File: config.mk
export PLATFORM = sky130hd
export DESIGN_NAME = gbi_div
export DESIGN_NICKNAME = d
export VERILOG_FILES = /design/src/design/gbi_div.sv
export SDC_FILE = /design/constraint.sdc
export NUM_CORES = 1
export LEC_CHECK = 0
export ABC_CLOCK_PERIOD_IN_PS = 3200
export BUFFER_PORTS_ARGS = -buffer_cell sky130_fd_sc_hd__buf_2
export CORE_MARGIN = 1.5
export CORE_UTILIZATION = 45
export DETAILED_ROUTE_END_ITERATION = 8
export PLACE_DENSITY = 0.73
export RECOVER_POWER = 100
export SLEW_MARGIN = 5
export SYNTH_ARGS = -nofsm -noshare
export SYNTH_HDL_FRONTEND = slang
export SYNTH_SLANG_ARGS = --single-unit
File: constraint.sdc
create_clock -name clk_i -period 3.2 [get_ports clk_i]
set_input_delay 0.16 -clock clk_i [delete_from_list [all_inputs] [get_ports clk_i]]
set_output_delay 0.16 -clock clk_i [all_outputs]
set_load 0.02 [all_outputs]
File: src/design/gbi_div.sv
// ----------------------------------------------------------------------------
// Unsigned restoring divider
// Produces one quotient bit per cycle; done pulses when the quotient is final.
// ----------------------------------------------------------------------------
module gbi_div #(
  parameter int unsigned DW = 55,
  parameter int unsigned VW = 32
) (
  input  logic          clk_i,
  input  logic          rst_ni,
  input  logic          start_i,
  input  logic [DW-1:0] num_i,
  input  logic [VW-1:0] den_i,
  output logic [DW-1:0] quo_o,
  output logic          done_o
);

  localparam int unsigned CW = $clog2(DW + 1);

  logic          busy_q;
  logic          done_q;
  logic [CW-1:0] cnt_q;
  logic [VW-1:0] rem_q;
  logic [VW-1:0] den_q;
  logic [DW-1:0] quo_q;
  logic [VW:0]   shl;
  logic [VW:0]   diff;
  logic          ge;

  // One trial subtraction of the shifted partial remainder.
  assign shl  = {rem_q, quo_q[DW-1]};
  assign diff = shl - {1'b0, den_q};
  assign ge   = (shl >= {1'b0, den_q});

  always_ff @(posedge clk_i or negedge rst_ni) begin
    if (!rst_ni) begin
      busy_q <= 1'b0;
      done_q <= 1'b0;
      cnt_q  <= '0;
      rem_q  <= '0;
      den_q  <= '0;
      quo_q  <= '0;
    end else begin
      done_q <= busy_q && (cnt_q == CW'(1));
      if (start_i) begin
        busy_q <= 1'b1;
        cnt_q  <= CW'(DW);
        rem_q  <= '0;
        den_q  <= den_i;
        quo_q  <= num_i;
      end else if (busy_q) begin
        rem_q <= ge ? diff[VW-1:0] : shl[VW-1:0];
        quo_q <= {quo_q[DW-2:0], ge};
        cnt_q <= cnt_q - CW'(1);
        if (cnt_q == CW'(1)) begin
          busy_q <= 1'b0;
        end
      end
    end
  end

  assign quo_o  = quo_q;
  assign done_o = done_q;

endmodule
After elaboration in Yosys (flattened, before gate mapping)
Cells that the tools add are included.
Cells by class
  equal/unequal tests: 1
  reduce and logical (&&, ||, !) cells: 2
  magnitude comparators: 1
  multiplexer cells: 10
  add/subtract/negate cells: 2
Operators by type and width (count)
  two-way mux 55 bit: 2
  two-way mux 32 bit: 3
  >= comparator 33 x 32 -> 1 bit: 1
  subtractor 32 bit: 1
  two-way mux 6 bit: 2
  == test 6 x 1 -> 1 bit, second input constant: 1
  subtractor 6 x 1 -> 6 bit, second input constant: 1
  two-way mux 1 bit: 3
  nonzero test 2 bit: 1
  logical AND 1 bit: 1
Word-level totals
  register bits after elaboration: 127
  word-level logic and storage cells: 22
  output and inout port bits: 56
  bits of input ports: 90

Longest topological paths before layout
  depth in word-level cells: 4
  gate-level depth with buffers: 12
  gate-level depth less buffers: 11

Least setup slack after synthesis
Ideal clock, no wire load.
  path type: register -> register
  start point: register rem_q[6]
  end point: register rem_q[0]
  arrival: 2.509 ns
  slack: 0.592 ns
  buffers on the path: 1
  setup time: 0.099 ns
  clock period less this slack: 2.608 ns
  required time: 3.101 ns
  stages on the path, launching flop included: 11
  cells stage by stage: dfrtp_1 > ha_1 > and3_1 > a211o_1 > a21o_1 > a211oi_2 > o211ai_1 > nand2_1 > buf_2 > nand2_1 > a311oi_1
On the way
  cells in the longest elaborated chain, start to end: 4
Ends and longest elaborated chain
  start: declaration: line 23  | logic [VW-1:0] rem_q;
  start signal: assignment: line 52  | rem_q <= ge ? diff[VW-1:0] : shl[VW-1:0];
  >= comparator 33 x 32 -> 1 bit: line 33  | assign ge = (shl >= {1'b0, den_q});
  two-way mux 32 bit: line 52
  two-way mux 32 bit: line 51  | end else if (busy_q) begin
  two-way mux 32 bit: line 45  | if (start_i) begin
Every way passes these cells. The select of a mux whose other input is x is not followed.
A chain may end at the register's enable or synchronous reset.

Worst setup path in the final report
  start point: register rem_q[21]
  end point: register rem_q[0]
Same word-level chain as after synthesis.

==> impl_metrics.py <==
metrics = {
    "drt": {
        "vias": 6992,
        "avgViaCountPerCell": 5.41,
        "wl_per_cell_um": 15.7,
        "first_iter_violations": 332,
        "drc": 0,
        "drtPass1Iterations": 5,
        "postRouteAntennaNets": 0,
        "wirelength_mm": 20.2,
    },
    "synth": {
        "syn-num-nets": 967,
        "synth_ff_type": "dfrtp_1",
        "syn_inst": 842,
        "synth_top_area_share_pct": 42.2,
        "yosys_register_bits": 127,
        "synth_enable_flop_cells": 0,
        "synthTopCellsByArea": "dfrtp_1 (42%), mux2i_1 (9.3%), o21ai_0 (7.2%)",
        "netlist_area_um2": 7540,
        "ys_warn_count": 0,
        "async_flop_share_pct": 100,
        "yosys.area.top_type": "dfrtp_1",
        "syn_avg_cell_area_um2": 8.95,
        "synth_cell_types": 63,
        "yosysSeqAreaShare_pct": 42.2,
    },
    "run": {
        "cap_violations": 1,
    },
    "worst_setup_path": {
        "crit_slowest_cell": "a211oi_1",
        "crit_arrival_ns": 3.34,
        "r2r_end": "rem_q[0]",
        "crit_required_ns": 3.52,
        "setup.worst_path.class": "reg2reg",
        "crit_fanout": 9,
        "critPathLaunchType": "flop",
        "endpoint": "rem_q[0]",
        "end_kind": "flop",
        "crit_top_cell": "nand2_1",
        "crit_start": "rem_q[21]",
        "rr_startpoint": "rem_q[21]",
        "critPathMaxStageDelay_ns": 0.51,
        "r2r_cells": 10,
        "ff2ff_setup_slack_ns": 0.17,
        "cp_cell_sequence": "ha_1 > a21o_1 > a21oi_1 > o22ai_1 > a211oi_1 > o211ai_1 > nand2_1 > buf_4 > nand2_1 > a311oi_1",
    },
    "timing": {
        "worst_slack_ns": 0.174,
        "period_needed_ns": 3.03,
        "clock-skew-final_ns": 0.00784,
        "fin_crit_sh_pct": 94.6,
        "setup_viol": 0,
        "fmax_mhz": 330,
        "maxSlewViolCount": 124,
        "hold_viol": 0,
        "rsz0062_at_grt": "true",
        "slew_headroom_pct": -33.7,
        "tightest_slew_ns": 2.01,
    },
    "clock_tree": {
        "clk_pin_slew_ns": 0.06,
        "numCtsBuffers": 17,
        "cts_htree_levels": 4,
        "clk_latency_ns": 0.42,
        "clkSinkCount": 127,
        "post_cts_buffers": 0,
        "root_buffer": "clkbuf_16",
        "cts_resized": 0,
        "cts_tree": "done",
        "cts_buffer_depth": 2,
    },
    "place": {
        "place_area_um2": 8490,
        "port_buffers": 145,
        "place_congestion": 0.924,
        "hpwlAfterDp_mm": 13.1,
        "dp_slack_ns": 0.239,
    },
    "global_routing": {
        "grt_antenna_before_repair": 0,
        "first_global_vias": 6856,
        "grtUsageTotal_pct": 23.8,
        "grt_pass1_wl_mm": 34.0,
        "overflow": 0,
        "grt_start_max_net_pins": 124,
    },
    "floorplan": {
        "io_pins": 146,
        "dieArea_um2": 17500,
        "die_y_um": 132,
        "start_util_pct": 45.8,
        "die_x_um": 132,
        "rows": 47,
        "core-area_um2": 16500,
    },
    "cells_and_area": {
        "utilization_pct": 59.5,
        "syn_to_final_growth_pct": 30.1,
        "fin_area_um2": 9800,
        "fin_nets": 1184,
        "antenna_cells": 0,
        "layout-drive-gt1-share_pct": 13.4,
    },
    "pwr": {
        "powerDensity_nw_per_um2": 442,
        "ir_drop_mv": 0.348,
        "p_leak_nw": 4.97,
    },
    "outcome": {
        "outcome": "finished with violations",
        "violations": "max-capacitance violations, max-slew violations",
    },
    "worst_hold_path": {
        "hold_path_class": "in2reg",
        "whs_path_depth": 3,
    },
}
==> layout make-up <==
class / count / area [um2]
tap: 220 / 275
clock buffer: 18 / 439
inverter: 41 / 154
multi-input combinational: 624 / 3990
timing repair buffer: 248 / 1660
clock inverter: 14 / 110
sequential: 127 / 3180
fill: 1440 / 6660
==> synthesized netlist by cell type, types with 4 or more instances <==
master	number
buf_1	4
and3_1	6
mux2i_1	70
and2_1	4
a21o_1	17
buf_2	5
a31oi_1	6
clkbuf_1	38
inv_1	41
xnor2_1	18
a311oi_1	7
xor2_1	11
nor4_1	4
nor3_1	14
a21oi_1	42
nand2_1	125
a211o_1	5
nand3_1	11
or3_1	4
ha_1	34
nand4_1	4
a211oi_1	21
nor2_1	59
o21ai_0	108
dfrtp_1	127
==> report_power, final <==
part / internal [mW] / leakage [nW] / switching, mW
registers: 1.71 / 1.59 / 0.0689
logic: 0.305 / 3.12 / 0.441
clock network: 1.02 / 0.265 / 0.785
total: 3.04 / 4.97 / 1.30
==> what timing repair did <==
action / in CTS / in global routing
setup endpoints to repair: 0 / 1
hold buffers: 88 / 0
hold endpoints to repair: 129 / 0
==> cells in the final DEF, fill, tap and decap left out, types with 4 or more instances in the layout <==
| cell type | instances |
|---|---|
| nand2_1 | 125 |
| inv_1 | 41 |
| nand4_1 | 4 |
| dfrtp_1 | 127 |
| mux2i_1 | 70 |
| o21ai_0 | 108 |
| buf_4 | 7 |
| ha_1 | 34 |
| a31oi_1 | 6 |
| clkbuf_1 | 60 |
| a211oi_1 | 21 |
| nor4_1 | 4 |
| or3_1 | 4 |
| nor2_1 | 59 |
| nand3_1 | 11 |
| and3_1 | 6 |
| a21oi_1 | 42 |
| clkbuf_16 | 17 |
| dlygate4sd3_1 | 88 |
| a311oi_1 | 7 |
| nor3_1 | 14 |
| a21o_1 | 17 |
| xnor2_1 | 18 |
| buf_2 | 87 |
| xor2_1 | 11 |
| clkinv_4 | 4 |
| a211o_1 | 5 |
==> metal layers <==
metal | part of all wire, % | up-vias | track usage, %
li1 | - | 3414 | -
met1 | 45 | 3319 | 31.6
met2 | 48 | 208 | 38.2
met3 | 4.3 | 51 | 4.60
met4 | 3.2 | 0 | 10.5
met5 | 0 | - | 0
==> flip-flops by register name, indices dropped and copies added, names as in the netlist <==
signal,cells
den_q,32
busy_q,1
quo_o,55
done_o,1
cnt_q,6
rem_q,32
==> worst min path at each step <==
stage          startpoint        end  slack [ns]
2_1_floorplan      rst_ni     busy_q       -0.14
3_3_place_gp       rst_ni  quo_o[34]        0.20
3_5_place_dp       rst_ni  quo_o[35]        0.21
4_1_cts           start_i  den_q[30]        0.20
5_1_grt           start_i  quo_o[45]        0.24
6_report          start_i  quo_o[45]        0.18
==> critical path: cells and delay by family (launching register included) <==
family	cells	cell delay, ns
compound gates	6	1.56
flops	1	0.40
fa+ha+maj	1	0.39
simple gates	2	0.33
buf+inv	1	0.23
==> per-stage QoR <==
| step | power (mW) | instances | setup TNS [ns] | hold WS [ns] |
|---|---|---|---|---|
| 6_report | 4.33 | 1292 | 0 | 0.183 |
| 5_1_grt | 4.52 | 1292 | -0.0141 | 0.236 |
| 2_1_floorplan | 2.22 | 842 | 0 | -0.136 |
| 3_5_place_dp | 2.47 | 1172 | 0 | 0.208 |
| 4_1_cts | 4.37 | 1292 | 0 | 0.203 |
| 3_3_place_gp | 2.46 | 1172 | 0 | 0.200 |
==> cells by family after synthesis <==
group | count (synthesis) | synth area share (%)
xor+xnor | 29 | 3.37
fa+ha+maj | 35 | 5.91
compound gates | 239 | 19.4
buf+inv | 91 | 4.98
flops | 127 | 42.2
simple gates | 250 | 14.7
mux | 71 | 9.44
Power figures use the tool's default switching activity.
